### config.mk
export PLATFORM = sky130hd
export DESIGN_NAME = llwa_div
export DESIGN_NICKNAME = d
export VERILOG_FILES = /design/src/llwa_pkg.sv /design/src/llwa_div.sv
export SDC_FILE = /design/constraint.sdc
export NUM_CORES = 2
export LEC_CHECK = 0
export BUFFER_PORTS_ARGS = -buffer_cell sky130_fd_sc_hd__buf_4
export CAP_MARGIN = 10
export CORE_ASPECT_RATIO = 1.2
export CORE_UTILIZATION = 60
export CTS_CLUSTER_DIAMETER = 50
export DETAILED_ROUTE_END_ITERATION = 16
export GPL_TIMING_DRIVEN = 1
export HOLD_SLACK_MARGIN = 0.15
export PLACE_DENSITY_LB_ADDON = 0.15
export RECOVER_POWER = 50
export SYNTH_ARGS = -nofsm -noshare
export SYNTH_HDL_FRONTEND = slang
export SYNTH_SLANG_ARGS = --single-unit
### constraint.sdc
create_clock -name clk -period 5.55 [get_ports clk]
set_clock_uncertainty 0.2 [all_clocks]
set_input_delay 0.8325 -clock clk [delete_from_list [all_inputs] [get_ports clk]]
set_output_delay 0.8325 -clock clk [all_outputs]
set_load 0.05 [all_outputs]
### src/llwa_pkg.sv
// llwa_pkg: widths, constants and register codes of the leg load weight allocator
// no dependencies
package llwa_pkg;

  localparam int LEGS    = 4;
  localparam int SCORE_W = 16;
  localparam int GAIN_W  = 16;
  localparam int THR_W   = 15;
  localparam int PROD_W  = SCORE_W + GAIN_W + 1;
  localparam int SUP_W   = 33;
  localparam int SUM_W   = SUP_W + $clog2(LEGS);
  localparam int Q_W     = 16;
  localparam int FRAC_W  = 15;
  localparam int ONE_Q15 = 32768;
  localparam logic [Q_W-1:0] EVEN_SHARE = Q_W'(ONE_Q15 / LEGS);

  typedef logic signed [SCORE_W-1:0] score_t;
  typedef logic [GAIN_W-1:0]         gain_t;
  typedef logic [THR_W-1:0]          thr_t;
  typedef logic [SUP_W-1:0]          sup_t;
  typedef logic [SUM_W-1:0]          sum_t;
  typedef logic [Q_W-1:0]            share_t;

  typedef enum logic [2:0] {
    CFG_CONTACT_GAIN = 3'd0,
    CFG_HEIGHT_GAIN  = 3'd1,
    CFG_TORQUE_GAIN  = 3'd2,
    CFG_MIN_CONTACT  = 3'd3,
    CFG_MIN_SUPPORT  = 3'd4
  } cfg_idx_t;

  typedef struct packed {
    gain_t contact_gain;
    gain_t height_gain;
    gain_t torque_gain;
    thr_t  min_contact;
    thr_t  min_support;
  } cfg_t;

endpackage

### src/llwa_div.sv
// llwa_div: pipelined restoring divider, one quotient bit per stage
// depends on llwa_pkg
module llwa_div (
  input  logic             clk,
  input  logic             en,
  input  llwa_pkg::sup_t   num,
  input  llwa_pkg::sum_t   den,
  output llwa_pkg::share_t quo
);

  localparam int QW = llwa_pkg::Q_W;
  localparam int RW = llwa_pkg::SUM_W + 1;

  logic [RW-1:0]             rem_r [QW];
  llwa_pkg::sum_t            den_r [QW];
  logic [QW-1:0]             quo_r [QW];

  for (genvar k = 0; k < QW; k++) begin : g_stage
    logic [RW-1:0]  t;
    llwa_pkg::sum_t d;
    logic [QW-1:0]  qp;
    logic           ge;
    if (k == 0) begin : g_first
      assign t  = RW'(num);
      assign d  = den;
      assign qp = '0;
    end else begin : g_next
      assign t  = {rem_r[k-1][RW-2:0], 1'b0};
      assign d  = den_r[k-1];
      assign qp = quo_r[k-1];
    end
    assign ge = t >= RW'(d);
    always_ff @(posedge clk) begin
      if (en) begin
        rem_r[k] <= ge ? t - RW'(d) : t;
        den_r[k] <= d;
        quo_r[k] <= {qp[QW-2:0], ge};
      end
    end
  end

  assign quo = quo_r[QW-1];

endmodule

==> run_summary.xml <==
<?xml version="1.0" encoding="UTF-8"?>
<metrics>
  <group name="worst_setup_path">
    <metric name="crit_fanout" unit="">72</metric>
    <metric name="cp_cell_sequence" unit="">dlymetal6s4s_1 -&gt; buf_4</metric>
    <metric name="critical_path_arrival" unit="ns">5.06</metric>
    <metric name="startpoint_type" unit="">input port</metric>
    <metric name="critical_path_capture_point_type" unit="">register</metric>
    <metric name="critical_path_buf_inv_count" unit="">2</metric>
    <metric name="critical-path-max-stage-delay" unit="ns">3.13</metric>
    <metric name="path_class" unit="">input port to register</metric>
    <metric name="critical_path_required" unit="ns">5.75</metric>
    <metric name="crit_path_top_delay_cell" unit="">sky130_fd_sc_hd__dlymetal6s4s_1</metric>
    <metric name="path_delay_family" unit="">buffers and inverters</metric>
  </group>
  <group name="power_and_ir_drop">
    <metric name="combPwrFrac" unit="">0.479</metric>
    <metric name="power_per_cell_area" unit="nW/µm²">577</metric>
    <metric name="power.share.sequential" unit="">0.323</metric>
    <metric name="clock_power_share" unit="">0.199</metric>
    <metric name="total_switching_power" unit="µW">17400</metric>
    <metric name="leakage" unit="µW">0.0328</metric>
    <metric name="cell_internal_pwr" unit="µW">28000</metric>
    <metric name="vdd_drop_max" unit="mV">0.350</metric>
    <metric name="power.switching_fraction" unit="">0.384</metric>
  </group>
  <group name="drt">
    <metric name="detail_route.vias_per_cell" unit="">5.96</metric>
    <metric name="ant_nets" unit="">0</metric>
    <metric name="drt_pre_antenna_iters" unit="">7</metric>
    <metric name="route.detailed.drc" unit="">0</metric>
    <metric name="num_vias" unit="">49900</metric>
    <metric name="drt_initial_violations" unit="">2531</metric>
    <metric name="routed_wire_length_per_instance" unit="µm">19.6</metric>
    <metric name="routed_wl" unit="µm">164000</metric>
  </group>
  <group name="grt">
    <metric name="groute.usage.overall" unit="">0.275</metric>
    <metric name="grt_pass1_vias" unit="">51900</metric>
    <metric name="gr-total-overflow" unit="">0</metric>
    <metric name="antenna_found_initial" unit="">2</metric>
    <metric name="pin_count_of_the_biggest_net_entering_global_routing" unit="">148</metric>
    <metric name="grt_pass1_wl" unit="µm">258000</metric>
  </group>
  <group name="finish">
    <metric name="finalNonFillerCells" unit="">8369</metric>
    <metric name="areaGrowthSynthToFinish" unit="%">10.6</metric>
    <metric name="layout.nets" unit="">7365</metric>
    <metric name="final_layout_size_suffix_gt1_frac" unit="">0.0890</metric>
    <metric name="insertedDiodeCount" unit="">0</metric>
    <metric name="final.fill_count" unit="">8786</metric>
  </group>
  <group name="logic_synthesis">
    <metric name="syn_area" unit="µm²">71200</metric>
    <metric name="post_synth_main_area_contributors" unit="">sky130_fd_sc_hd__edfxtp_1 50%, sky130_fd_sc_hd__ha_1 9.8%, sky130_fd_sc_hd__a21oi_1 4.0%</metric>
    <metric name="synth_seq_cells" unit="">1186</metric>
    <metric name="synth-async-reset-ratio" unit="">0</metric>
    <metric name="synthesis.instances" unit="">6587</metric>
    <metric name="synth_cell_type_count" unit="">88</metric>
    <metric name="ys.warnings.count" unit="">0</metric>
    <metric name="synthDominantAreaCellType" unit="">sky130_fd_sc_hd__edfxtp_1</metric>
    <metric name="synthesized_area_per_cell" unit="µm²">10.8</metric>
    <metric name="synth_enable_flop_cells" unit="">1186</metric>
    <metric name="synth_flop_cell" unit="">sky130_fd_sc_hd__edfxtp_1</metric>
    <metric name="mappedNetlistNets" unit="">7229</metric>
    <metric name="yosysTopAreaCellShare" unit="">0.500</metric>
    <metric name="seq_area_frac_synth" unit="">0.500</metric>
  </group>
  <group name="floorplan">
    <metric name="die_w" unit="µm">316</metric>
    <metric name="core.rowCount" unit="">138</metric>
    <metric name="top_level_ports" unit="">86</metric>
    <metric name="floorplan.die_area" unit="µm²">120000</metric>
    <metric name="floorplan.die.height" unit="µm">379</metric>
    <metric name="initial_core_util" unit="">0.604</metric>
    <metric name="fp.coreArea" unit="µm²">118000</metric>
  </group>
  <group name="timing">
    <metric name="finalCritPeriodShare" unit="">0.875</metric>
    <metric name="totalNegativeSetupSlack" unit="ns">0</metric>
    <metric name="tmin_final" unit="ns">4.85</metric>
    <metric name="setup_violating_endpoint_count_in_the_final_report" unit="">0</metric>
    <metric name="clock.fmax" unit="GHz">0.206</metric>
    <metric name="hold_slack" unit="ns">0.204</metric>
    <metric name="timing.final.max_slew_violations" unit="">63</metric>
    <metric name="rsz0062_at_grt" unit="">no</metric>
    <metric name="final_hold_viol_count" unit="">0</metric>
    <metric name="max_slew_margin" unit="">-1.91</metric>
    <metric name="worst_slew_pin_slew" unit="ns">4.37</metric>
  </group>
  <group name="cts">
    <metric name="ctsRootBufferMaster" unit="">sky130_fd_sc_hd__clkbuf_16</metric>
    <metric name="clk_path_buf_depth" unit="">3</metric>
    <metric name="cts.reportedPaths.clkPinSlew" unit="ns">0.06</metric>
    <metric name="clkSinkCount" unit="">1186</metric>
    <metric name="post_cts_buffers" unit="">0</metric>
    <metric name="cts_tree" unit="">done</metric>
    <metric name="tritoncts.num_buffers" unit="">140</metric>
    <metric name="ctsHtreeMaxLevel" unit="">4</metric>
    <metric name="clk-insertion-delay-late" unit="ns">0.79</metric>
    <metric name="post_cts.resized_instances" unit="">0</metric>
  </group>
  <group name="flow_run">
    <metric name="cap_violations" unit="">1</metric>
  </group>
  <group name="outcome">
    <metric name="status" unit="">finished, violations left</metric>
    <metric name="failed_checks" unit="">max-capacitance violations, max-slew violations</metric>
  </group>
  <group name="placement">
    <metric name="gpl.final_weighted_congestion" unit="">0.972</metric>
    <metric name="port_buffers" unit="">85</metric>
    <metric name="post-dp-hpwl" unit="µm">126000</metric>
    <metric name="post_placement_cell_count" unit="">8055</metric>
  </group>
  <group name="min_path">
    <metric name="hold_path.class" unit="">register to register</metric>
  </group>
</metrics>
[per-stage QoR]
stage | setup slack (ns) | total power, µW | instance area, µm² | util
after global routing | 0.431 | 48300 | 78700 | 0.669
final | 0.696 | 45400 | 78700 | 0.669
after floorplan | 1.30 | 30700 | 71200 | -
after CTS | 0.714 | 45400 | 78800 | 0.669
after detailed placement | 0.537 | 36200 | 73600 | 0.625
after global placement | 0.603 | 35800 | 73600 | 0.625
[layer usage]
metal,vias up,global-route usage,share of wire
met4,0,0.219,0.084
met5,-,0,0
met2,1199,0.570,0.58
li1,24400,-,-
met1,23700,0.223,0.31
met3,573,0.0310,0.025
[logic make-up (layout without fill, tap and decap cells)]
logic type                 Yosys count  count (layout)  synth area share
adders and majority gates          572             572             0.102
xor gates and xnor gates           459             459            0.0565
DFF                               1186            1186             0.500
AOI/OAI and AO/OA                 1859            1859             0.165
buffers and inverters              880            1122            0.0477
muxes                              230             230            0.0362
and+or+nand+nor                   1401            1401            0.0925
[cells in the mapped netlist, drive strengths merged, types with 160 or more instances]
library cell and number:
a21o 323, a21oi 566, clkbuf 160, edfxtp 1186, ha 557, inv 676
mux2 220, nand2 477, nor2 351, o21ai 451, xnor2 275, xor2 184
[path summary, 6_finish.rpt]
kind / from / end / slack [ns] / cells past startpoint
worst min-delay path: quo_r[1][49]$_DFFE_PP_ / quo_r[2][2]$_DFFE_PP_ / 0.20 / 0
worst min register to register: quo_r[1][49]$_DFFE_PP_ / quo_r[2][2]$_DFFE_PP_ / 0.20 / 0
worst max-delay path: en / rem_r[0][152]$_DFFE_PP_ / 0.70 / 2
worst max register to register: rem_r[0][38]$_DFFE_PP_ / rem_r[0][102]$_DFFE_PP_ / 0.73 / 12
[timing repair]
action / 4_1_cts / 5_1_grt
hold buffers: 66 / 0
endpoints found under the setup margin: 0 / 0
hold endpoints to repair: 67 / 0
[registers in the layout, summed over array words and instances, names as in the netlist]
register	cells
quo_r	136
rem_r	525
den_r	525
[cell usage in the layout, fill, tap and decap left out, types with 66 or more instances in the layout]
| cell type | instances |
|---|---|
| sky130_fd_sc_hd__o21ai_0 | 429 |
| sky130_fd_sc_hd__a21o_1 | 323 |
| sky130_fd_sc_hd__nand4_1 | 106 |
| sky130_fd_sc_hd__edfxtp_1 | 1186 |
| sky130_fd_sc_hd__a21oi_1 | 563 |
| sky130_fd_sc_hd__nor3_1 | 66 |
| sky130_fd_sc_hd__o21bai_1 | 72 |
| sky130_fd_sc_hd__nor2_1 | 351 |
| sky130_fd_sc_hd__nand3_1 | 114 |
| sky130_fd_sc_hd__ha_1 | 557 |
| sky130_fd_sc_hd__xor2_1 | 184 |
| sky130_fd_sc_hd__buf_4 | 74 |
| sky130_fd_sc_hd__xnor2_1 | 275 |
| sky130_fd_sc_hd__inv_1 | 674 |
| sky130_fd_sc_hd__clkbuf_16 | 143 |
| sky130_fd_sc_hd__mux2_2 | 218 |
| sky130_fd_sc_hd__dlygate4sd3_1 | 66 |
| sky130_fd_sc_hd__nand2_1 | 477 |
[power by group through the flow]
stage                     registers [µW]  logic, µW  clock network [µW]
final                              14600      21800                9020
after CTS                          14600      21600                9160
after global routing               14900      23900                9480
after detailed placement           14800      21400                   0
after global placement             14700      21000                   0
after floorplan                    14400      16300                   0
[final cells by class]
cell class	instances	area, µm²	share of cell area
flip-flops and latches	1186	35600	0.452
multi-input cells	4521	32300	0.410
clock buffers	163	3650	0.0464
inverters	676	2540	0.0322
well taps	1540	1930	0.0245
repair buffers	198	1840	0.0233
clock inverters	85	856	0.0109
No activity file was read; power rests on OpenSTA's default activity.
